**src/hdl/sahs_queue.sv**
```systemverilog
// ----------------------------------------------------------------------------
// sahs_queue
// Two-entry queue between classifier and table engine.
// ----------------------------------------------------------------------------
module sahs_queue #(
  parameter int unsigned WIDTH = 66
) (
  input  logic             clk,
  input  logic             rst_n,
  input  logic             push,
  input  logic [WIDTH-1:0] wdata,
  output logic             full,
  input  logic             pop,
  output logic             valid,
  output logic [WIDTH-1:0] rdata
);

  logic [WIDTH-1:0] mem_r [2];
  logic             wr_ptr_r, wr_ptr_nxt;
  logic             rd_ptr_r, rd_ptr_nxt;
  logic [1:0]       count_r, count_nxt;

  assign full  = (count_r == 2'd2);
  assign valid = (count_r != 2'd0);
  assign rdata = mem_r[rd_ptr_r];

  always_comb begin
    wr_ptr_nxt = wr_ptr_r ^ push;
    rd_ptr_nxt = rd_ptr_r ^ pop;
    count_nxt  = count_r + {1'b0, push} - {1'b0, pop};
  end

  always_ff @(posedge clk) begin
    if (!rst_n) begin
      wr_ptr_r <= 1'b0;
      rd_ptr_r <= 1'b0;
      count_r  <= 2'd0;
    end else begin
      wr_ptr_r <= wr_ptr_nxt;
      rd_ptr_r <= rd_ptr_nxt;
      count_r  <= count_nxt;
    end
    if (push) begin
      mem_r[wr_ptr_r] <= wdata;
    end
  end

`ifndef SYNTHESIS
  a_no_push_full: assert property (@(posedge clk) disable iff (!rst_n)
    full |-> !push) else $error("push into full queue");
  a_no_pop_empty: assert property (@(posedge clk) disable iff (!rst_n)
    pop |-> valid) else $error("pop from empty queue");
  a_count_range: assert property (@(posedge clk) disable iff (!rst_n)
    count_r != 2'd3) else $error("queue count overflow");
`endif

endmodule

```
**config.mk**
```make
export PLATFORM = sky130hd
export DESIGN_NAME = sahs_queue
export DESIGN_NICKNAME = d
export VERILOG_FILES = /design/src/hdl/sahs_queue.sv
export SDC_FILE = /design/constraint.sdc
export NUM_CORES = 1
export LEC_CHECK = 0
export BUFFER_PORTS_ARGS = -buffer_cell sky130_fd_sc_hd__buf_2
export CAP_MARGIN = 30
export CORE_UTILIZATION = 52
export CTS_CLUSTER_DIAMETER = 40
export CTS_CLUSTER_SIZE = 40
export DETAILED_ROUTE_END_ITERATION = 6
export GPL_ROUTABILITY_DRIVEN = 0
export PLACE_DENSITY_LB_ADDON = 0.1
export SETUP_SLACK_MARGIN = 0.4
export SLEW_MARGIN = 20
export SYNTH_ARGS = -nofsm -noshare
export SYNTH_HDL_FRONTEND = slang
export SYNTH_SLANG_ARGS = --single-unit
```
**constraint.sdc**
```tcl
create_clock -name clk -period 2.8 [get_ports clk]
set_input_delay 0.28 -clock clk [delete_from_list [all_inputs] [get_ports clk]]
set_output_delay 0.28 -clock clk [all_outputs]
set_load 0.02 [all_outputs]
```
==> metrics.txt <==
status complete, no violations; Area after DPL 6010 um^2; clock skew 12.2 ps; I/O Buffers 137; GR Overflow Total 0; Hold Violations, Final 0; CP required 2520 ps; number of distinct library cells after synthesis 13; Die H 102 um; Setup TNS 0 ps; Post-Synthesis Cells between 200 and 250; sequential fraction of the synthesis area 78.8%; H-tree depth 4; layout cells sized above 1 52.3%; # setup viols final 0; CP endpoint kind output port; Max clock buf depth 2; Syn Area/Cell 22.8 um^2; top-area cell type share of the netlist area around three quarters; P_leak 2.89 nW; CTS Buf Count 17; fin crit period 2080 ps; total core area between 9000 and 10000 um^2; # IOs 138; post-CTS sizing 0; Clock Sinks 137; initial antenna violation count 0; n_diodes 0; HP Class input port to register; largest net degree at the start of global routing 67; maximum VDD drop 0.452 mV; pwr dens 726 nW/um^2; Area growth syn-to-layout 41.2%; Max Slew Vio Count 0; fmax around 480 MHz; Warnings, synthesis 0; post-synthesis async set-or-reset flop share 0%; Die X roughly 100 um; Crit Path Max Fanout 17; Pre-antenna DRT Iters 4; WL/cell 15.9 um; first-pass GRT wire length 13900 um; Most used DFF post-synth edfxtp_1; period utilisation layout 74.5%; Seq cells post-synth 137; starting density of the core 54.8%; EDFF count, synth about 130; startpoint class of the critical path register; Initial DRC Count 69; Mapped Area 5160 um^2; number of cell rows 35; Mapped Nets 300; RSZ-0062 raised after global routing no; post-route cell area 7290 um^2; die area 10300 um^2; root buf cell clkbuf_8; CTS tree yes; dominant cell type by area after synthesis edfxtp_1; Antenna Nets Post-Route 0; total track usage 18.5%; number of global-route vias before repair slightly below 3k; CP arrival 1800 ps; DRT Wirelength 9350 um; CTS clk-pin slew, worst paths 60 ps; # Max-Cap Violations 0; Worst Tran Pin Value 589 ps; vias about 2.8k; ranking of synthesized cells by area edfxtp_1, mux2_4, mux2_2; nets@finish about 520; vias per cell 4.75; Setup CP Type register to output port; worst-skew pair later-pin latency ~500 ps; Slew HR 60.7%; DRC 0
[layer usage]
metal / track usage, % / wire (um) / share of wire (%)
met1: 20.2 / 3630 / 39
met2: 33.0 / 5050 / 54
met3: 6.83 / 583 / 6.2
met4: 6.35 / 91 / 0.97
met5: 0 / 0 / 0
[worst paths after layout]
| path | from | to | slack (ps) | cells after the start |
|---|---|---|---|---|
| max | register | rdata[12] | 720 | 3 |
| min | rst_n | rd_ptr_r$_SDFF_PN0_ | 50 | 2 |
| max reg2reg | wr_ptr_r$_SDFF_PN0_ | mem_r[1][53]$_DFFE_PP_ | 1290 | 2 |
| min reg2reg | rd_ptr_r$_SDFF_PN0_ | register | 580 | 2 |
[power by group]
| group | switching [mW] | total, mW | internal (mW) | leakage [nW] |
|---|---|---|---|---|
| registers | 0.0451 | 2.44 | 2.39 | 1.28 |
| clock network | 0.780 | 2.13 | 1.35 | 0.281 |
| logic | 0.364 | 0.724 | 0.360 | 1.33 |
| total | 1.19 | 5.29 | 4.10 | 2.89 |
[metrics by stage]
step | power [mW] | setup WS [ps] | util, % | std cells | hold WS, ps
global route | 5.47 | 624 | 77.4 | 588 | 46.3
global placement | 3.11 | 960 | 63.9 | 489 | 467
CTS | 5.33 | 425 | 77.0 | 586 | 31.3
detailed placement | 3.13 | 977 | 63.9 | 489 | 471
finish | 5.29 | 715 | 77.4 | 588 | 53.4
floorplan | 2.91 | 434 | - | 226 | 379
[cell usage in the layout (no fill, tap or decap)]
| cell type | instances |
|---|---|
| buf_2 | 137 |
| edfxtp_1 | 132 |
| dlygate4sd3_1 | 66 |
| mux2_4 | 40 |
| mux2_2 | 26 |
| clkbuf_16 | 16 |
| clkinv_4 | 4 |
| dfxtp_1 | 4 |
| inv_1 | 3 |
| and2_1 | 3 |
| nor2b_1 | 3 |
| bufinv_16 | 3 |
| buf_12 | 3 |
| buf_4 | 3 |
| ha_1 | 2 |
| ha_4 | 2 |
| clkbuf_1 | 2 |
| clkinv_2 | 2 |
| clkinv_1 | 2 |
| or2_2 | 1 |
| xor2_1 | 1 |
| xnor3_1 | 1 |
| dfxtp_4 | 1 |
| clkbuf_8 | 1 |
| inv_6 | 1 |
[kinds of logic after synthesis]
kind of cell | count (synthesis) | synth area share, %
xor+xnor | 2 | 0.606
mux | 66 | 17.3
buf+inv | 10 | 1.50
fa+ha+maj | 4 | 0.970
simple gates | 7 | 0.849
flops | 137 | 78.8
[registers in the layout, indices dropped and copies added (netlist names), named ones only]
register,cells
count_r,2
mem_r,132
wr_ptr_r,1
rd_ptr_r,1
[cell type report]
class / count / area (um^2)
clock inverters: 12 / 151
inverters: 3 / 11.3
well taps: 129 / 161
fillers: 558 / 2130
repair buffers: 209 / 1430
flip-flops and latches: 137 / 4070
clock buffers: 19 / 422
multi-input cells: 79 / 1040
[cells in the mapped netlist, types with 2 or more instances]
master / count
ha_1: 4
buf_2: 2
dfxtp_1: 5
mux2_4: 40
mux2_2: 26
edfxtp_1: 132
nor2b_1: 3
buf_6: 5
and2_1: 3
inv_1: 3
[repair_timing]
action | in CTS | in global routing
setup buffers | 0 | 1
endpoints found under the hold margin | 132 | 0
hold buffers | 66 | 0
setup endpoints to repair | 0 | 23
[worst max-delay path, cell delays in order (launching register included)]
cell and delay [ps]:
dfxtp_4 500, buf_4 270, mux2_2 370, buf_2 170
Power figures use the tool's default switching activity.
