[src/hdl/sahs_pkg.sv]
// ----------------------------------------------------------------------------
// sahs_pkg
// Shared types and codes for the sparse array hashed store.
// ----------------------------------------------------------------------------
package sahs_pkg;

  localparam int unsigned INDEX_W  = 31;
  localparam int unsigned VALUE_W  = 32;
  localparam int unsigned STATUS_W = 2;

  // operation codes
  localparam logic MODE_READ  = 1'b0;
  localparam logic MODE_WRITE = 1'b1;

  // result status codes
  localparam logic [STATUS_W-1:0] STAT_OK   = 2'd0;
  localparam logic [STATUS_W-1:0] STAT_OOB  = 2'd1;
  localparam logic [STATUS_W-1:0] STAT_FULL = 2'd2;

  typedef struct packed {
    logic                      mode;
    logic [INDEX_W-1:0]        index;
    logic signed [VALUE_W-1:0] value;
  } in_item_t;

  typedef struct packed {
    logic signed [VALUE_W-1:0] read_value;
    logic [STATUS_W-1:0]       status;
  } out_item_t;

  // classified operation handed from front to back
  typedef struct packed {
    in_item_t item;
    logic     oob;
  } op_t;

  // one way of a bucket row
  typedef struct packed {
    logic                      valid;
    logic [INDEX_W-1:0]        key;
    logic signed [VALUE_W-1:0] data;
  } slot_t;

endpackage

[src/hdl/sahs_ram.sv]
// ----------------------------------------------------------------------------
// sahs_ram
// Generic single-write, single-read RAM with registered read data.
// ----------------------------------------------------------------------------
module sahs_ram #(
  parameter int unsigned WIDTH = 64,
  parameter int unsigned DEPTH = 16
) (
  input  logic                                  clk,
  input  logic                                  we,
  input  logic [(DEPTH > 1 ? $clog2(DEPTH) : 1)-1:0] waddr,
  input  logic [WIDTH-1:0]                      wdata,
  input  logic                                  re,
  input  logic [(DEPTH > 1 ? $clog2(DEPTH) : 1)-1:0] raddr,
  output logic [WIDTH-1:0]                      rdata
);

  logic [WIDTH-1:0] mem [DEPTH];

  always_ff @(posedge clk) begin
    if (we) begin
      mem[waddr] <= wdata;
    end
    if (re) begin
      rdata <= mem[raddr];
    end
  end

endmodule

[src/hdl/sahs_back.sv]
// ----------------------------------------------------------------------------
// sahs_back
// Table engine: clears the table, then reads a bucket row, updates it and
// writes it back, one item at a time; holds the result register.
// ----------------------------------------------------------------------------
module sahs_back #(
  parameter int unsigned NUM_BUCKETS     = 16,
  parameter int unsigned WAYS_PER_BUCKET = 4
) (
  input  logic                clk,
  input  logic                rst_n,
  input  logic                q_valid,
  input  sahs_pkg::op_t       q_op,
  input  logic [(NUM_BUCKETS > 1 ? $clog2(NUM_BUCKETS) : 1)-1:0] q_bucket,
  output logic                pop,
  output logic                clearing,
  output logic                out_valid,
  input  logic                out_stall,
  output sahs_pkg::out_item_t out_data
);

  localparam int unsigned BW    = (NUM_BUCKETS > 1) ? $clog2(NUM_BUCKETS) : 1;
  localparam int unsigned WW    = (WAYS_PER_BUCKET > 1) ? $clog2(WAYS_PER_BUCKET) : 1;
  localparam int unsigned ROW_W = WAYS_PER_BUCKET * $bits(sahs_pkg::slot_t);
  localparam logic [BW-1:0] LAST_ROW = BW'(NUM_BUCKETS - 1);

  typedef enum logic [1:0] {S_CLEAR, S_ISSUE, S_EXEC} state_t;
  typedef sahs_pkg::slot_t [WAYS_PER_BUCKET-1:0] row_t;

  state_t              state_r, state_nxt;
  logic [BW-1:0]       clr_addr_r, clr_addr_nxt;
  sahs_pkg::op_t       op_r, op_nxt;
  logic [BW-1:0]       bucket_r, bucket_nxt;
  logic                out_valid_r, out_valid_nxt;
  sahs_pkg::out_item_t out_item_r, out_item_nxt;

  logic                ram_we;
  logic [BW-1:0]       ram_waddr;
  logic [ROW_W-1:0]    ram_wdata;
  logic                ram_re;
  logic [ROW_W-1:0]    ram_rdata;

  row_t                row;
  row_t                new_row;
  logic [WAYS_PER_BUCKET-1:0] hit_vec;
  logic [WAYS_PER_BUCKET-1:0] free_vec;
  logic [WW-1:0]       hit_way;
  logic [WW-1:0]       free_way;
  logic                any_hit;
  logic                any_free;
  sahs_pkg::out_item_t result;
  logic                slot_free;

  sahs_ram #(
    .WIDTH (ROW_W),
    .DEPTH (NUM_BUCKETS)
  ) u_ram (
    .clk   (clk),
    .we    (ram_we),
    .waddr (ram_waddr),
    .wdata (ram_wdata),
    .re    (ram_re),
    .raddr (q_bucket),
    .rdata (ram_rdata)
  );

  // way match and lowest free way
  always_comb begin
    row      = row_t'(ram_rdata);
    hit_way  = '0;
    free_way = '0;
    for (int w = 0; w < WAYS_PER_BUCKET; w++) begin
      hit_vec[w]  = row[w].valid && (row[w].key == op_r.item.index);
      free_vec[w] = !row[w].valid;
    end
    for (int w = WAYS_PER_BUCKET - 1; w >= 0; w--) begin
      if (hit_vec[w]) begin
        hit_way = WW'(w);
      end
      if (free_vec[w]) begin
        free_way = WW'(w);
      end
    end
    any_hit  = |hit_vec;
    any_free = |free_vec;
  end

  // row update and result
  always_comb begin
    new_row           = row;
    result.read_value = '0;
    result.status     = sahs_pkg::STAT_OK;
    if (op_r.oob) begin
      result.status = sahs_pkg::STAT_OOB;
    end else if (op_r.item.mode == sahs_pkg::MODE_READ) begin
      if (any_hit) begin
        result.read_value = row[hit_way].data;
      end
    end else if (op_r.item.value == '0) begin
      if (any_hit) begin
        new_row[hit_way].valid = 1'b0;
      end
    end else if (any_hit) begin
      new_row[hit_way].data = op_r.item.value;
    end else if (any_free) begin
      new_row[free_way].valid = 1'b1;
      new_row[free_way].key   = op_r.item.index;
      new_row[free_way].data  = op_r.item.value;
    end else begin
      result.status = sahs_pkg::STAT_FULL;
    end
  end

  assign slot_free = !out_valid_r || !out_stall;

  always_comb begin
    state_nxt     = state_r;
    clr_addr_nxt  = clr_addr_r;
    op_nxt        = op_r;
    bucket_nxt    = bucket_r;
    out_valid_nxt = out_valid_r && out_stall;
    out_item_nxt  = out_item_r;
    ram_we        = 1'b0;
    ram_waddr     = bucket_r;
    ram_wdata     = ROW_W'(new_row);
    ram_re        = 1'b0;
    pop           = 1'b0;
    case (state_r)
      S_CLEAR: begin
        ram_we       = 1'b1;
        ram_waddr    = clr_addr_r;
        ram_wdata    = '0;
        clr_addr_nxt = clr_addr_r + 1'b1;
        if (clr_addr_r == LAST_ROW) begin
          state_nxt = S_ISSUE;
        end
      end
      S_ISSUE: begin
        if (q_valid) begin
          pop        = 1'b1;
          ram_re     = 1'b1;
          op_nxt     = q_op;
          bucket_nxt = q_bucket;
          state_nxt  = S_EXEC;
        end
      end
      S_EXEC: begin
        if (slot_free) begin
          ram_we        = !op_r.oob && (op_r.item.mode == sahs_pkg::MODE_WRITE);
          out_valid_nxt = 1'b1;
          out_item_nxt  = result;
          state_nxt     = S_ISSUE;
        end
      end
      default: begin
        state_nxt = S_CLEAR;
      end
    endcase
  end

  always_ff @(posedge clk) begin
    if (!rst_n) begin
      state_r     <= S_CLEAR;
      clr_addr_r  <= '0;
      out_valid_r <= 1'b0;
    end else begin
      state_r     <= state_nxt;
      clr_addr_r  <= clr_addr_nxt;
      out_valid_r <= out_valid_nxt;
    end
    op_r       <= op_nxt;
    bucket_r   <= bucket_nxt;
    out_item_r <= out_item_nxt;
  end

  assign clearing  = (state_r == S_CLEAR);
  assign out_valid = out_valid_r;
  assign out_data  = out_item_r;

`ifndef SYNTHESIS
  a_single_hit: assert property (@(posedge clk) disable iff (!rst_n)
    state_r == S_EXEC |-> $onehot0(hit_vec)) else $error("index held in two ways");
  a_exec_after_issue: assert property (@(posedge clk) disable iff (!rst_n)
    pop |=> state_r == S_EXEC) else $error("pop without bucket lookup");
  a_oob_zero: assert property (@(posedge clk) disable iff (!rst_n)
    out_valid_r && out_item_r.status == sahs_pkg::STAT_OOB |-> out_item_r.read_value == '0)
    else $error("rejected access returned data");
`endif

endmodule

[config.mk]
export PLATFORM = sky130hd
export DESIGN_NAME = sahs_back
export DESIGN_NICKNAME = d
export VERILOG_FILES = /design/src/hdl/sahs_pkg.sv /design/src/hdl/sahs_ram.sv /design/src/hdl/sahs_back.sv
export SDC_FILE = /design/constraint.sdc
export NUM_CORES = 2
export LEC_CHECK = 0
export BUFFER_PORTS_ARGS = -buffer_cell sky130_fd_sc_hd__buf_2
export CORE_AREA = 4 4 419 732
export DETAILED_ROUTE_END_ITERATION = 8
export DIE_AREA = 0 0 423 736
export PLACE_DENSITY_LB_ADDON = 0.15
export SLEW_MARGIN = 0
export SYNTH_ARGS = -nofsm -noshare
export SYNTH_HDL_FRONTEND = slang
export SYNTH_SLANG_ARGS = --single-unit
[constraint.sdc]
create_clock -name clk -period 52.4 [get_ports clk]
set_clock_uncertainty 0.1 [all_clocks]
set_input_delay 13.1 -clock clk [delete_from_list [all_inputs] [get_ports clk]]
set_output_delay 13.1 -clock clk [all_outputs]
set_load 0.01 [all_outputs]
==> impl_metrics.ini <==
[layout]
multi_input_area_um2 = 35400
regArea_um2 = 134000
final_area_um2 = 189000
area_delta_synth_final_pct = 10.8
fin_nets = 7529
fillers = 19777
drive_gt1_share_pct = 29.0

[floorplanning]
die_x_um = 423
initial_core_util_pct = 56.8
dieArea_um2 = 311000
std_cell_rows = 267
pin_count = 110
die_h_um = 736
core-area_um2 = 301000

[critical_path]
worst-r2r-setup-slack_ns = 45.66
worstPathArrival_ns = 14.41
crit_path_start_kind = primary input
cp.required_ns = 39.20
critical_path_peak_fanout = 17
end_kind = output pin
path_class = primary input to output pin

[logic_synthesis]
netlist_top_cells_count = 4,455 x edfxtp_1, 1,280 x mux4_2, 271 x clkbuf_1
syn-num-nets = 7228
synthFlopType = edfxtp_1
synth_top_area_cell = edfxtp_1
yosysSeqAreaShare_pct = 78.4
yosysUniqueCellTypes = 57
synth_top_area_share_pct = 78.3
synth.cell_area_um2 = 171000
ys_ff_latch = 4462
synth.most_common_cell = edfxtp_1
avgSynthCellArea_um2 = 23.9
synth_edf_count = 4455
yosys-top-cells-area = edfxtp_1 78%, mux4_2 17%, mux2i_1 0.74%
syn_inst = 7154
ys_async_sr_fraction_pct = 0
ys_warn_count = 0

[route]
drt_iter0_drc = 10068
first_pass_iters = 6
vias = 79215
totalWireLength_um = 425000
post_drt_wl_per_cell_um = 36.0
viasPerCell = 6.71
route.detailed.drc = 0
ant_nets = 0

[sta]
post-route-period-util_pct = 52.7
tns_ns = 0
rsz0062_at_grt = no
hold_violations = 0
max_freq_mhz = 36.2
report.final.setup_viol = 0
drv_slew = 0
relSlewSlack_pct = 9.13
min_period_ns = 27.61
worst_pin_slew_ns = 1.36

[power]
comb_power_share_pct = 4.1
clockPowerShare_pct = 40.2
irDropWorstVdd_uv = 28.7
p_switching_mw = 1.44
p_int_mw = 5.69
p_leak_nw = 59.6
swShare_pct = 20.2
seqPwrFrac_pct = 55.8
pwr_density_cell_nw_per_um2 = 37.6

[clock_network]
cts_max_level = 5
cts_tree = built
clk_path_buf_depth = 4
cts.clk_slew.worst_paths_ns = 0.06
insertion_delay_ns = 0.93
cts_resized = 0
hold_buffers = 0
cts_buffers = 387
ctsRootBufferMaster = clkbuf_16
numClockSinks = 4462
post_cts_buffers = 0

[global_route]
grt_max_degree = 123
antenna_found_initial = 14
grt.overflow.total = 0
grt_pass1_vias = 81901
grt_pass1_wl_um = 605000
grt_use_total_pct = 27.4

[placed_design]
dp_hpwl_um = 212000
globalplace.congestion = 0.790
place_area_um2 = 177000
port_buffers = 109

[job]
maxCapViolCount = 0

[status]
status = finished, final reports clean

[hold_path]
hold_class = flip-flop to flip-flop
==> state kept, by name, summed over array words and instances, names as in the netlist <==
name / flops
clr_addr_r: 4
out_data: 34
u_ram.rdata: 256
op_r: 65
u_ram.mem: 4096
state_r: 2
out_valid: 1
bucket_r: 4
==> cells in the final DEF, fill, tap and decap left out, types with 58 or more instances in the layout <==
cell / n
xnor2_1: 79
clkinv_1: 86
o21ai_0: 89
nand2_1: 175
mux2i_1: 126
mux4_2: 1280
clkinv_2: 74
nand3_1: 132
buf_2: 106
edfxtp_1: 4455
clkbuf_16: 402
buf_4: 200
clkbuf_1: 58
==> per-layer routing <==
layer	share of wire (%)	track usage, %	wire (um)
met1	37	37.6	159000
met2	51	45.9	216000
met3	7.8	3.97	33300
met4	4.0	9.39	17000
met5	0.0096	0	41
==> through the flow <==
step	hold slack [ns]	setup WS (ns)	util, %	std cells	power (mW)
global route	0.493	24.72	62.9	11799	7.34
global placement	0.449	24.76	58.8	11100	4.34
finish	0.463	24.79	62.9	11804	7.13
CTS	0.462	24.78	62.9	11796	7.18
floorplan	0.352	12.34	-	7154	4.28
detailed placement	0.449	24.78	58.8	11100	4.35
==> worst max-delay path, stage by stage <==
cell and delay, ns:
buf_2 0.11, nand2_1 0.10, nor2_4 0.76, buf_2 0.28
==> kinds of logic after synthesis <==
logic type      after synthesis  share of synthesized area [%]
compound gates              286                           1.03
xor+xnor                    127                          0.655
fa+ha+maj                     1                        0.00732
buf+inv                     425                           1.09
flops                      4462                           78.4
mux                        1407                           17.6
simple gates                446                           1.23
==> layout make-up <==
type	count	area share, %
antenna	7	0.00925
clock buffer	461	5.43
clock inverter	235	1.15
inverter	5	0.00991
multi-input combinational	2267	18.7
sequential	4462	70.7
tap	4035	2.67
timing repair buffer	332	1.34
==> power by group through the flow <==
| stage | sequential (mW) | combinational, mW | clock (mW) |
|---|---|---|---|
| global route | 3.98 | 0.306 | 3.05 |
| detailed placement | 4.05 | 0.295 | 0 |
| global placement | 4.05 | 0.293 | 0 |
| floorplan | 4.08 | 0.205 | 0 |
| CTS | 3.98 | 0.295 | 2.91 |
| finish | 3.98 | 0.290 | 2.86 |
==> path summary, 6_finish.rpt <==
| check | start | cells after the start | endpoint |
|---|---|---|---|
| worst max-delay path | q_valid | 4 | pop |
| worst min-delay path | out_valid | 2 | out_valid |
| worst max register to register | op_r[41] | 9 | u_ram.mem[2][11] |
| worst min register to register | out_valid | 2 | out_valid |
(Power assumes the default switching activity.)
