File: src/hdl/sahs_pkg.sv
// ----------------------------------------------------------------------------
// sahs_pkg
// Shared types and codes for the sparse array hashed store.
// ----------------------------------------------------------------------------
package sahs_pkg;

  localparam int unsigned INDEX_W  = 31;
  localparam int unsigned VALUE_W  = 32;
  localparam int unsigned STATUS_W = 2;

  // operation codes
  localparam logic MODE_READ  = 1'b0;
  localparam logic MODE_WRITE = 1'b1;

  // result status codes
  localparam logic [STATUS_W-1:0] STAT_OK   = 2'd0;
  localparam logic [STATUS_W-1:0] STAT_OOB  = 2'd1;
  localparam logic [STATUS_W-1:0] STAT_FULL = 2'd2;

  typedef struct packed {
    logic                      mode;
    logic [INDEX_W-1:0]        index;
    logic signed [VALUE_W-1:0] value;
  } in_item_t;

  typedef struct packed {
    logic signed [VALUE_W-1:0] read_value;
    logic [STATUS_W-1:0]       status;
  } out_item_t;

  // classified operation handed from front to back
  typedef struct packed {
    in_item_t item;
    logic     oob;
  } op_t;

  // one way of a bucket row
  typedef struct packed {
    logic                      valid;
    logic [INDEX_W-1:0]        key;
    logic signed [VALUE_W-1:0] data;
  } slot_t;

endpackage

File: src/hdl/sahs_front.sv
// ----------------------------------------------------------------------------
// sahs_front
// Input handshake, bounds check and bucket number (index mod bucket count).
// ----------------------------------------------------------------------------
module sahs_front #(
  parameter int unsigned NUM_BUCKETS = 16
) (
  input  logic                                   clk,
  input  logic                                   rst_n,
  input  logic                                   in_valid,
  output logic                                   in_stall,
  input  sahs_pkg::in_item_t                     in_data,
  input  logic                                   clearing,
  input  logic [sahs_pkg::INDEX_W-1:0]           array_length,
  input  logic                                   q_full,
  output logic                                   push,
  output sahs_pkg::op_t                          push_op,
  output logic [(NUM_BUCKETS > 1 ? $clog2(NUM_BUCKETS) : 1)-1:0] push_bucket
);

  localparam int unsigned BW = (NUM_BUCKETS > 1) ? $clog2(NUM_BUCKETS) : 1;
  // floor(2^31 / N): quotient estimate is exact or one low
  localparam longint unsigned RECIP_L = 64'h8000_0000 / NUM_BUCKETS;
  localparam logic [31:0] RECIP = RECIP_L[31:0];
  localparam logic [sahs_pkg::INDEX_W-1:0] NB = sahs_pkg::INDEX_W'(NUM_BUCKETS);

  logic en;
  logic accept;

  logic                          v1_r, v1_nxt;
  sahs_pkg::op_t                 op1_r, op1_nxt;
  logic [62:0]                   prod1_r, prod1_nxt;
  logic                          v2_r, v2_nxt;
  sahs_pkg::op_t                 op2_r, op2_nxt;
  logic [sahs_pkg::INDEX_W-1:0]  qn2_r, qn2_nxt;

  logic [sahs_pkg::INDEX_W-1:0]  rem_est;
  logic [sahs_pkg::INDEX_W-1:0]  rem;

  assign en       = !(v2_r && q_full);
  assign in_stall = !en || clearing;
  assign accept   = in_valid && !in_stall;

  always_comb begin
    v1_nxt    = v1_r;
    op1_nxt   = op1_r;
    prod1_nxt = prod1_r;
    v2_nxt    = v2_r;
    op2_nxt   = op2_r;
    qn2_nxt   = qn2_r;
    if (en) begin
      v1_nxt       = accept;
      op1_nxt.item = in_data;
      op1_nxt.oob  = (in_data.index >= array_length);
      prod1_nxt    = {32'd0, in_data.index} * {31'd0, RECIP};
      v2_nxt       = v1_r;
      op2_nxt      = op1_r;
      qn2_nxt      = prod1_r[61:31] * NB;
    end
  end

  always_ff @(posedge clk) begin
    if (!rst_n) begin
      v1_r <= 1'b0;
      v2_r <= 1'b0;
    end else begin
      v1_r <= v1_nxt;
      v2_r <= v2_nxt;
    end
    op1_r   <= op1_nxt;
    prod1_r <= prod1_nxt;
    op2_r   <= op2_nxt;
    qn2_r   <= qn2_nxt;
  end

  // remainder estimate lies below 2N
  assign rem_est = op2_r.item.index - qn2_r;
  assign rem     = (rem_est >= NB) ? rem_est - NB : rem_est;

  assign push        = v2_r && !q_full;
  assign push_op     = op2_r;
  assign push_bucket = rem[BW-1:0];

endmodule

File: config.mk
export PLATFORM = sky130hd
export DESIGN_NAME = sahs_front
export DESIGN_NICKNAME = d
export VERILOG_FILES = /design/src/hdl/sahs_pkg.sv /design/src/hdl/sahs_front.sv
export SDC_FILE = /design/constraint.sdc
export NUM_CORES = 1
export LEC_CHECK = 0
export BUFFER_PORTS_ARGS = -buffer_cell sky130_fd_sc_hd__buf_4
export CORE_MARGIN = 2
export CORE_UTILIZATION = 44
export CTS_CLUSTER_SIZE = 24
export DETAILED_ROUTE_END_ITERATION = 10
export PLACE_DENSITY = 0.74
export RECOVER_POWER = 100
export SLEW_MARGIN = 20
export SYNTH_ARGS = -nofsm -noshare
export SYNTH_HDL_FRONTEND = slang
export SYNTH_SLANG_ARGS = --single-unit
File: constraint.sdc
create_clock -name clk -period 3.5 [get_ports clk]
set_input_delay 0.35 -clock clk [delete_from_list [all_inputs] [get_ports clk]]
set_output_delay 0.35 -clock clk [all_outputs]
set_load 0.02 [all_outputs]
==> results of run 1 <==
[flip-flops by register name, summed over array words and instances (netlist names)]
name     count
op1_r       65
push_op     65
v1_r         1
v2_r         1
[worst max-delay path: stages, from the launching register on]
cell and delay [ns]:
dfxtp_1 0.46, nand2_8 0.47, nand2b_1 0.24, clkbuf_1 0.25
[layout by cell type (no fill, tap or decap), drive strengths merged, types with 2 or more instances in the layout]
master | netlist | routed
a21o | 4 | 4
nand3 | 5 | 5
nand4 | 5 | 5
nand2 | 6 | 6
nor2 | 3 | 3
dfxtp | 2 | 2
edfxtp | 130 | 130
ha | 31 | 31
nand2b | 2 | 2
inv | 31 | 31
nor2b | 3 | 3
clkbuf | 0 | 155
a21oi | 13 | 13
o21ai | 4 | 4
clkinv | 0 | 6
buf | 4 | 36
dlygate4sd3 | 0 | 29
clkinvlp | 0 | 2
[worst paths after layout]
path | from | endpoint | slack [ns]
hold reg to reg | op1_r[50] | push_op[50] | 0.41
setup / recovery | v2_r | in_stall | 1.13
setup reg to reg | v2_r | push_op[47] | 1.39
hold / removal | in_data[28] | op1_r[29] | 0.05
[logic make-up after synthesis]
kind of cell	Yosys count	share of synthesized area
compound gates	27	0.03682
fa+ha+maj	31	0.08094
buf+inv	35	0.03055
flops	132	0.8230
simple gates	26	0.02872
[per-stage QoR]
stage,total power [uW],util,cells,hold WS (ns)
floorplan,2066,-,251,0.4003
global placement,2260,0.5805,558,0.4003
detailed placement,2275,0.5805,558,0.4045
CTS,3709,0.6481,612,0.0002216
global route,3752,0.6177,615,0.02614
finish,3615,0.6177,615,0.05117
[report_power, final]
group | switching (uW) | total, uW | internal [uW] | leakage (uW)
combinational | 186 | 325 | 139 | 0.00111
clock | 570 | 1410 | 838 | 0.000225
sequential | 29.3 | 1880 | 1850 | 0.00139
total | 785 | 3610 | 2830 | 0.00272
[area by class of cell]
type	count	area, um2
Sequential cell	132	3944
Timing Repair Buffer	200	1217
Multi-Input combinational cell	84	718.2
Clock buffer	20	425.4
Fill cell	867	4108
Clock inverter	8	41.29
Inverter	31	116.4
Tap cell	140	175.2
[metal layers]
metal / vias up / GRT usage
met5: - / 0
met4: 0 / 0.07601
met3: 8 / 0.05124
met2: 102 / 0.2642
met1: 1317 / 0.1831
li1: 1379 / -
[what timing repair did]
item,in CTS,in global routing
hold buffers,26,3
endpoints found under the setup margin,0,0
endpoints found under the hold margin,26,3
==> flow_metrics.env, run 1 <==
export IMPL_fin_ws_ns=1.129
export IMPL_maxUsedRoutingLayer="met4"
export IMPL_initial_utilization=0.4460
export IMPL_synth_top_area_cell="edfxtp_1"
export IMPL_maxSlewViolCount=0
export IMPL_final_area_mm2=0.006638
export IMPL_postCtsSetupRepairBufs=0
export IMPL_worst_setup_path_end_kind="primary output"
export IMPL_vias_per_cell=4.563
export IMPL_cts_max_level=4
export IMPL_synth_top_area_frac=0.8146
export IMPL_clk_pin_slew_ns=0.06
export IMPL_synth_common_cells="130 x edfxtp_1, 31 x ha_1, 31 x inv_1"
export IMPL_rsz0062_at_grt="no"
export IMPL_antenna_found_initial=0
export IMPL_status="completed"
export IMPL_clockBufferDepth=2
export IMPL_dieArea_mm2=0.01174
export IMPL_route_antenna_remaining_nets=0
export IMPL_postSynthAreaPerCell_um2=19.09
export IMPL_die_w_um=108.4
export IMPL_cts_sinks=132
export IMPL_hold_path_depth=1
export IMPL_synth_seq_cells=132
export IMPL_synthFlopType="edfxtp_1"
export IMPL_fin_crit_ns=2.371
export IMPL_maxSlewHeadroom=0.4295
export IMPL_synth_nets=382
export IMPL_cts_resized=0
export IMPL_critPathMaxFanout=116
export IMPL_ys_seq_area_frac=0.8230
export IMPL_std_cell_rows=38
export IMPL_finalWirelength_um=9230
export IMPL_yosysMostFrequentCell="edfxtp_1"
export IMPL_async_flop_share=0
export IMPL_p_leak_uw=0.002717
export IMPL_finalSetupViolCount=0
export IMPL_cp_arrival_ns=2.02
export IMPL_dr_pass1_iters=5
export IMPL_irDropWorstVdd_v=0.0003611
export IMPL_route_detailed_drc=0
export IMPL_vias=2806
export IMPL_synth_area_mm2=0.004792
export IMPL_track_usage=0.1576
export IMPL_wl_met1_um=3753
export IMPL_placed_area_mm2=0.006237
export IMPL_first_global_vias=2831
export IMPL_powerDensity_mw_per_mm2=544.6
export IMPL_antennaDiodeCount=0
export IMPL_max_freq_ghz=0.4217
export IMPL_clk_latency_ns=0.51
export IMPL_hpwl_um=6355
export IMPL_grt_max_degree=117
export IMPL_worst_pin_slew_ns=0.8557
export IMPL_met2_length_um=4806
export IMPL_synth_area_leaders="edfxtp_1 81%, ha_1 8.1%, inv_1 2.4%"
export IMPL_hp_class="in2reg"
export IMPL_crit_path_start_kind="flop"
export IMPL_tns_ns=0
export IMPL_fp_dieH_um=108.4
export IMPL_wire_per_inst_um=15.01
export IMPL_place_ws_ns=1.423
export IMPL_design_core_area_mm2=0.01075
export IMPL_portBuffers=170
export IMPL_wl_met3_um=561
export IMPL_root_buffer="clkbuf_8"
export IMPL_drive_gt1_frac=0.2147
export IMPL_drtIter0Drc=183
export IMPL_rr_worst_depth=2
export IMPL_gp_congestion=0.8502
export IMPL_areaGrowthSynthToFinish_pct=38.51
export IMPL_synth_edff_count=130
export IMPL_tritoncts="yes"
export IMPL_drv_cap=0
export IMPL_hold_viol=0
export IMPL_cts_made_buffers=17
export IMPL_criticalPathCategory="reg2out"
export IMPL_pin_count=171
export IMPL_fin_skew_ns=0.005664
export IMPL_layout_nets=597
export IMPL_netlist_cell_type_count=24
export IMPL_yosys_warnings=0
export IMPL_cp_required_ns=3.15
export IMPL_grt_first_pass_wirelength_um=13670
export IMPL_grt_overflow=0
export IMPL_period_share=0.6776
export IMPL_syn_instance_count=251
Power figures use the tool's default switching activity.
==> run 2: changes to the inputs <==
- ABC_AREA: unset -> 1
- CORE_UTILIZATION: 44 -> 50
- PLACE_DENSITY: 0.74 -> 0.79
- clock period: 3.5 -> 2.2 ns (I/O delays scaled with it)
==> run 2 against run 1 <==
Effect of this change:
- clock skew grew 0.0068 ns
- final area grew 11%
- global-route usage grew 10 points
- critical path type unchanged
==> flow_metrics.env, run 2 <==
export IMPL_postSynthAreaPerCell_um2=16.17
export IMPL_cts_resized=0
export IMPL_ys_seq_area_frac=0.7996
export IMPL_clockBufferDepth=2
export IMPL_clk_pin_slew_ns=0.06
export IMPL_clk_latency_ns=0.53
export IMPL_fillCellCount=643
export IMPL_hpwl_um=7336
export IMPL_period_share=0.8992
export IMPL_status="completed"
export IMPL_pin_count=171
export IMPL_crit_path_start_kind="flop"
export IMPL_synth_top_area_frac=0.7915
export IMPL_drtIter0Drc=217
export IMPL_final_cell_mix="130 x edfxtp_1, 90 x clkbuf_1, 66 x dlygate4sd3_1"
export IMPL_areaGrowthSynthToFinish_pct=48.96
export IMPL_drive_gt1_frac=0.2143
export IMPL_track_usage=0.2601
export IMPL_postLayoutCoreUtil=0.7587
export IMPL_gp_congestion=0.7462
export IMPL_cp_arrival_ns=1.76
export IMPL_cts_sinks=132
export IMPL_holdPathEnd="op1_r[28]"
export IMPL_grt_max_degree=64
export IMPL_netlist_cell_type_count=18
export IMPL_criticalPathCategory="reg2out"
export IMPL_hp_class="in2reg"
export IMPL_rr_worst_depth=2
export IMPL_r2r_start="v2_r"
export IMPL_std_cell_rows=36
export IMPL_powerDensity_mw_per_mm2=911.0
export IMPL_worst_setup_path_end_kind="primary output"
export IMPL_final_area_mm2=0.007347
export IMPL_rsz0062_at_grt="no"
export IMPL_yosys_warnings=0
export IMPL_async_flop_share=0
export IMPL_initial_utilization=0.5093
export IMPL_wire_per_inst_um=19.16
export IMPL_syn_instance_count=305
export IMPL_p_leak_uw=0.003141
export IMPL_antenna_found_initial=0
export IMPL_grt_overflow=0
export IMPL_max_freq_ghz=0.5055
export IMPL_placed_area_mm2=0.006411
export IMPL_die_w_um=103.3
export IMPL_cp_required_ns=1.98
export IMPL_hold_path_depth=2
export IMPL_design_core_area_mm2=0.009684
export IMPL_synth_top_area_cell="edfxtp_1"
export IMPL_layout_nets=692
export IMPL_rr_endpoint="op1_r[61]"
export IMPL_portBuffers=170
export IMPL_synth_area_mm2=0.004932
export IMPL_route_detailed_drc=0
export IMPL_finalWirelength_um=13540
export IMPL_fin_skew_ns=0.01249
export IMPL_drv_cap=0
export IMPL_r2r_slack_ns=0.36
export IMPL_fp_dieH_um=103.3
export IMPL_hold_start="q_full"
export IMPL_finalSetupViolCount=0
export IMPL_worst_pin_slew_ns=0.8010
export IMPL_antennaDiodeCount=0
export IMPL_grt_first_pass_wirelength_um=19340
export IMPL_cts_max_level=4
export IMPL_root_buffer="clkbuf_8"
export IMPL_dieArea_mm2=0.01068
export IMPL_synth_seq_cells=132
export IMPL_tritoncts="yes"
export IMPL_route_antenna_remaining_nets=0
export IMPL_critPathMaxFanout=63
export IMPL_synth_common_cells="130 x edfxtp_1, 50 x nand2_1, 48 x inv_1"
export IMPL_yosysMostFrequentCell="edfxtp_1"
export IMPL_synth_area_leaders="edfxtp_1 79%, ha_1 7.9%, nand2_1 3.8%"
export IMPL_synth_edff_count=130
export IMPL_cts_made_buffers=17
export IMPL_final_common_cell="edfxtp_1"
export IMPL_vias_per_cell=4.847
export IMPL_hold_viol=0
export IMPL_synthFlopType="edfxtp_1"
export IMPL_irDropWorstVdd_v=0.0005945
export IMPL_synth_nets=436
export IMPL_vias=3427
export IMPL_tns_ns=0
export IMPL_maxSlewViolCount=0
export IMPL_first_global_vias=3457
export IMPL_fin_crit_ns=1.978
export IMPL_dr_pass1_iters=4
export IMPL_maxSlewHeadroom=0.4660
run 2: changes by cell type in the layout (fill, tap and decap cells not counted), sizes merged, moves of 2 or more:
cell	change
nand2	+46
inv	+23
nor2	+13
o21ai	-4
nor2b	-3
dlygate4sd3	+37
clkbuf	+2
nand4	-4
bufinv	+4
nand2b	-2
clkinvlp	-2
a21o	-3
run 2: final cells by class:
cell class	instances	area, um2	share of cell area
clock inverters	15	219.0	0.02980
multi-input cells	120	788.3	0.1073
inverters	49	183.9	0.02503
repair buffers	241	1632	0.2221
flip-flops and latches	132	3944	0.5368
well taps	133	166.4	0.02265
clock buffers	17	414.1	0.05637
run 2: through the flow:
step	total power [uW]	instances	setup slack [ns]	hold WS, ns
6_report	6693	707	0.2218	0.3816
4_1_cts	6763	707	0.3258	0.3534
5_1_grt	6884	707	0.1194	0.4183
3_3_place_gp	3632	609	0.7046	0.3987
2_1_floorplan	3312	305	0.3674	0.3189
3_5_place_dp	3661	609	0.6900	0.3995
run 2: power by group:
part	switching (uW)	total [uW]	internal (uW)
Combinational	363	634	272
Clock	1170	3050	1870
Sequential	65.4	3010	2950
Total	1600	6690	5090
run 2: logic make-up (layout without fill, tap and decap cells):
family,Yosys count,in the layout,share of synthesized area
adder cells (fa/ha/maj),31,31,0.07864
AO/OA/AOI/OAI,14,14,0.01471
flip-flops,132,132,0.7996
buffers and inverters,53,322,0.04338
AND/OR/NAND/NOR,75,75,0.06367
run 2: what timing repair did:
action,in CTS,in global routing
buffers inserted,0,0
endpoints found under the hold margin,66,0
hold buffers,66,0
run 2: how the worst max path moves through the flow:
stage,start,endpoint,slack [ns],cells after the start
global route,v2_r,in_stall,0.12,3
detailed placement,in_data[58],op1_r[0],0.69,10
finish,v2_r,in_stall,0.22,3
floorplan,v2_r,in_stall,0.37,2
CTS,v2_r,in_stall,0.33,3
global placement,in_data[58],op1_r[0],0.70,10
run 2: worst max-delay path: stages, from the launching register on:
cell      delay [ns]
dfxtp_1         0.48
nand2_8         0.34
nand2_1         0.20
clkbuf_2        0.20
run 2: metal layers:
| metal | global-route usage | up-vias | routed length, um |
|---|---|---|---|
| li1 | - | 1577 | - |
| met1 | 0.3188 | 1629 | 5335 |
| met2 | 0.4301 | 192 | 6808 |
| met3 | 0.09274 | 29 | 1099 |
| met4 | 0.09312 | 0 | 299 |
| met5 | 0 | - | 0 |
==> run 3: changes to the inputs <==
- CORE_MARGIN: 2 -> unset
- GPL_TIMING_DRIVEN: unset -> 0
==> run 3 against run 2 <==
Effect of this change:
- sequential cell count unchanged
- combinational power increased by 2%
- clock power decreased by 6.9%
- sequential share of layout area increased by 0.31 points
- count of clock-buffer cells in the layout unchanged
- non-clock buffer count unchanged
- critical path depth unchanged
- critical endpoint unchanged
==> flow_metrics.env, run 3 (synthesis gave the netlist of run 2 again) <==
export IMPL_track_usage=0.2856
export IMPL_drv_cap=0
export IMPL_post_layout_nonfiller_instances=703
export IMPL_gp_congestion=0.7540
export IMPL_max_stage_delay_ns=0.47
export IMPL_crit_family="flip-flops"
export IMPL_cp_num_cells=3
export IMPL_fin_skew_ns=0.007134
export IMPL_cp_required_ns=1.98
export IMPL_cts_max_level=4
export IMPL_final_area_mm2=0.007305
export IMPL_clockBufferDepth=2
export IMPL_route_detailed_drc=0
export IMPL_dieArea_mm2=0.01027
export IMPL_place_ws_ns=0.6556
export IMPL_placed_cells=605
export IMPL_final_common_cell="edfxtp_1"
export IMPL_finalWirelength_um=13550
export IMPL_seqPwrFrac=0.463
export IMPL_rsz0062_at_grt="no"
export IMPL_switchingPower_uw=1628
export IMPL_fillCellCount=610
export IMPL_hpwl_um=7031
export IMPL_clk_pin_slew_ns=0.06
export IMPL_crit_path_start_kind="flop"
export IMPL_clk_latency_ns=0.53
export IMPL_portBuffers=170
export IMPL_grt_overflow=0
export IMPL_period_share=0.8314
export IMPL_first_global_vias=3638
export IMPL_rr_worst_depth=2
export IMPL_p_sw_frac=0.2505
export IMPL_dr_pass1_iters=4
export IMPL_antenna_found_initial=0
export IMPL_criticalPathCategory="reg2out"
export IMPL_hp_class="in2reg"
export IMPL_critPathMaxFanout=30
export IMPL_p_leak_uw=0.003110
export IMPL_design_core_area_mm2=0.009415
export IMPL_route_antenna_remaining_nets=0
export IMPL_maxSlewHeadroom=0.3757
export IMPL_fp_dieH_um=101.3
export IMPL_postCtsSetupRepairBufs=0
export IMPL_status="completed"
export IMPL_areaGrowthSynthToFinish_pct=48.10
export IMPL_drtIter0Drc=251
export IMPL_cp_arrival_ns=1.61
export IMPL_finalSetupViolCount=0
export IMPL_worst_pin_slew_ns=0.9365
export IMPL_die_w_um=101.3
export IMPL_max_freq_ghz=0.5467
export IMPL_irDropWorstVdd_v=0.0006227
export IMPL_fin_crit_ns=1.829
export IMPL_cts_made_buffers=17
export IMPL_cts_resized=0
export IMPL_std_cell_rows=35
export IMPL_vias_per_cell=4.872
export IMPL_placed_area_mm2=0.006414
export IMPL_root_buffer="clkbuf_8"
export IMPL_worst_setup_path_end_kind="primary output"
export IMPL_grt_max_degree=105
export IMPL_layout_nets=692
export IMPL_grt_first_pass_wirelength_um=20580
export IMPL_maxSlewViolCount=0
export IMPL_vias=3425
export IMPL_wire_per_inst_um=19.28
export IMPL_drive_gt1_frac=0.2143
export IMPL_cts_sinks=132
export IMPL_pin_count=171
export IMPL_intPower_uw=4872
export IMPL_antennaDiodeCount=0
export IMPL_initial_utilization=0.5239
export IMPL_hold_viol=0
export IMPL_combPwrFrac=0.099
export IMPL_tritoncts="yes"
export IMPL_path_cells="nand2_8, nand2_1, clkbuf_1"
export IMPL_powerDensity_mw_per_mm2=889.9
export IMPL_clock_power_share=0.437
export IMPL_final_cell_mix="130 x edfxtp_1, 90 x clkbuf_1, 66 x dlygate4sd3_1"
export IMPL_finalPower_uw=6500
export IMPL_critical_path_buf_inv_count=1
export IMPL_crit_path_top_delay_cell="dfxtp_1"
export IMPL_hold_path_depth=4
export IMPL_fin_ws_ns=0.3710
export IMPL_tns_ns=0
-- run 3: cell types whose count changed in the layout (fill, tap and decap cells not counted), sizes merged --
cell / before / now
buf: 35 / 40
clkbuf: 157 / 152
bufinv: 4 / 2
clkinv: 6 / 3
clkinvlp: 0 / 3
inv: 54 / 56
-- run 3: worst min-delay path, cell delays in order --
cell and delay, ns:
buf_4 0.08, inv_1 0.05, nand3_1 0.08, a21oi_1 0.09
-- run 3: final timing paths --
| kind | slack, ns | to | start |
|---|---|---|---|
| worst max-delay path | 0.37 | in_stall | v2_r |
| worst min-delay path | 0.04 | v1_r | clearing |
| worst max register to register | 0.40 | op1_r[49] | v2_r |
| worst min register to register | 0.42 | push_op[48] | op1_r[48] |
-- run 3: area by class of cell --
type / count / area (um2) / share of cell area
Inverter: 49 / 183.9 / 0.02518
Buffer: 4 / 30.03 / 0.004111
Sequential cell: 132 / 3944 / 0.5399
Clock buffer: 17 / 414.1 / 0.05670
Multi-Input combinational cell: 120 / 790.8 / 0.1083
Tap cell: 129 / 161.4 / 0.02210
Clock inverter: 15 / 170.2 / 0.02330
Timing Repair Buffer: 237 / 1610 / 0.2205
-- run 3: per-layer routing --
layer | track usage | routed length (um)
met4 | 0.1304 | 374
met3 | 0.1063 | 1168
met1 | 0.3224 | 5139
met5 | 0 | 0
met2 | 0.4846 | 6872
-- run 3: repair_timing --
action	4_1_cts	5_1_grt
endpoints found under the hold margin	66	0
setup endpoints to repair	0	0
hold buffers	66	0
-- run 3: power by group through the flow --
| stage | Clock (uW) | Combinational [uW] | Sequential [uW] |
|---|---|---|---|
| after floorplan | 0 | 157 | 3160 |
| after global placement | 0 | 590 | 3040 |
| after detailed placement | 0 | 615 | 3050 |
| after CTS | 2780 | 724 | 3000 |
| after global routing | 3000 | 697 | 3030 |
| final | 2840 | 645 | 3010 |
-- run 3: through the flow --
step,hold WS [ns],util
floorplan,0.3189,-
global placement,0.3981,0.6773
detailed placement,0.3999,0.6812
CTS,0.005320,0.8134
global route,0.02464,0.7758
finish,0.04470,0.7758
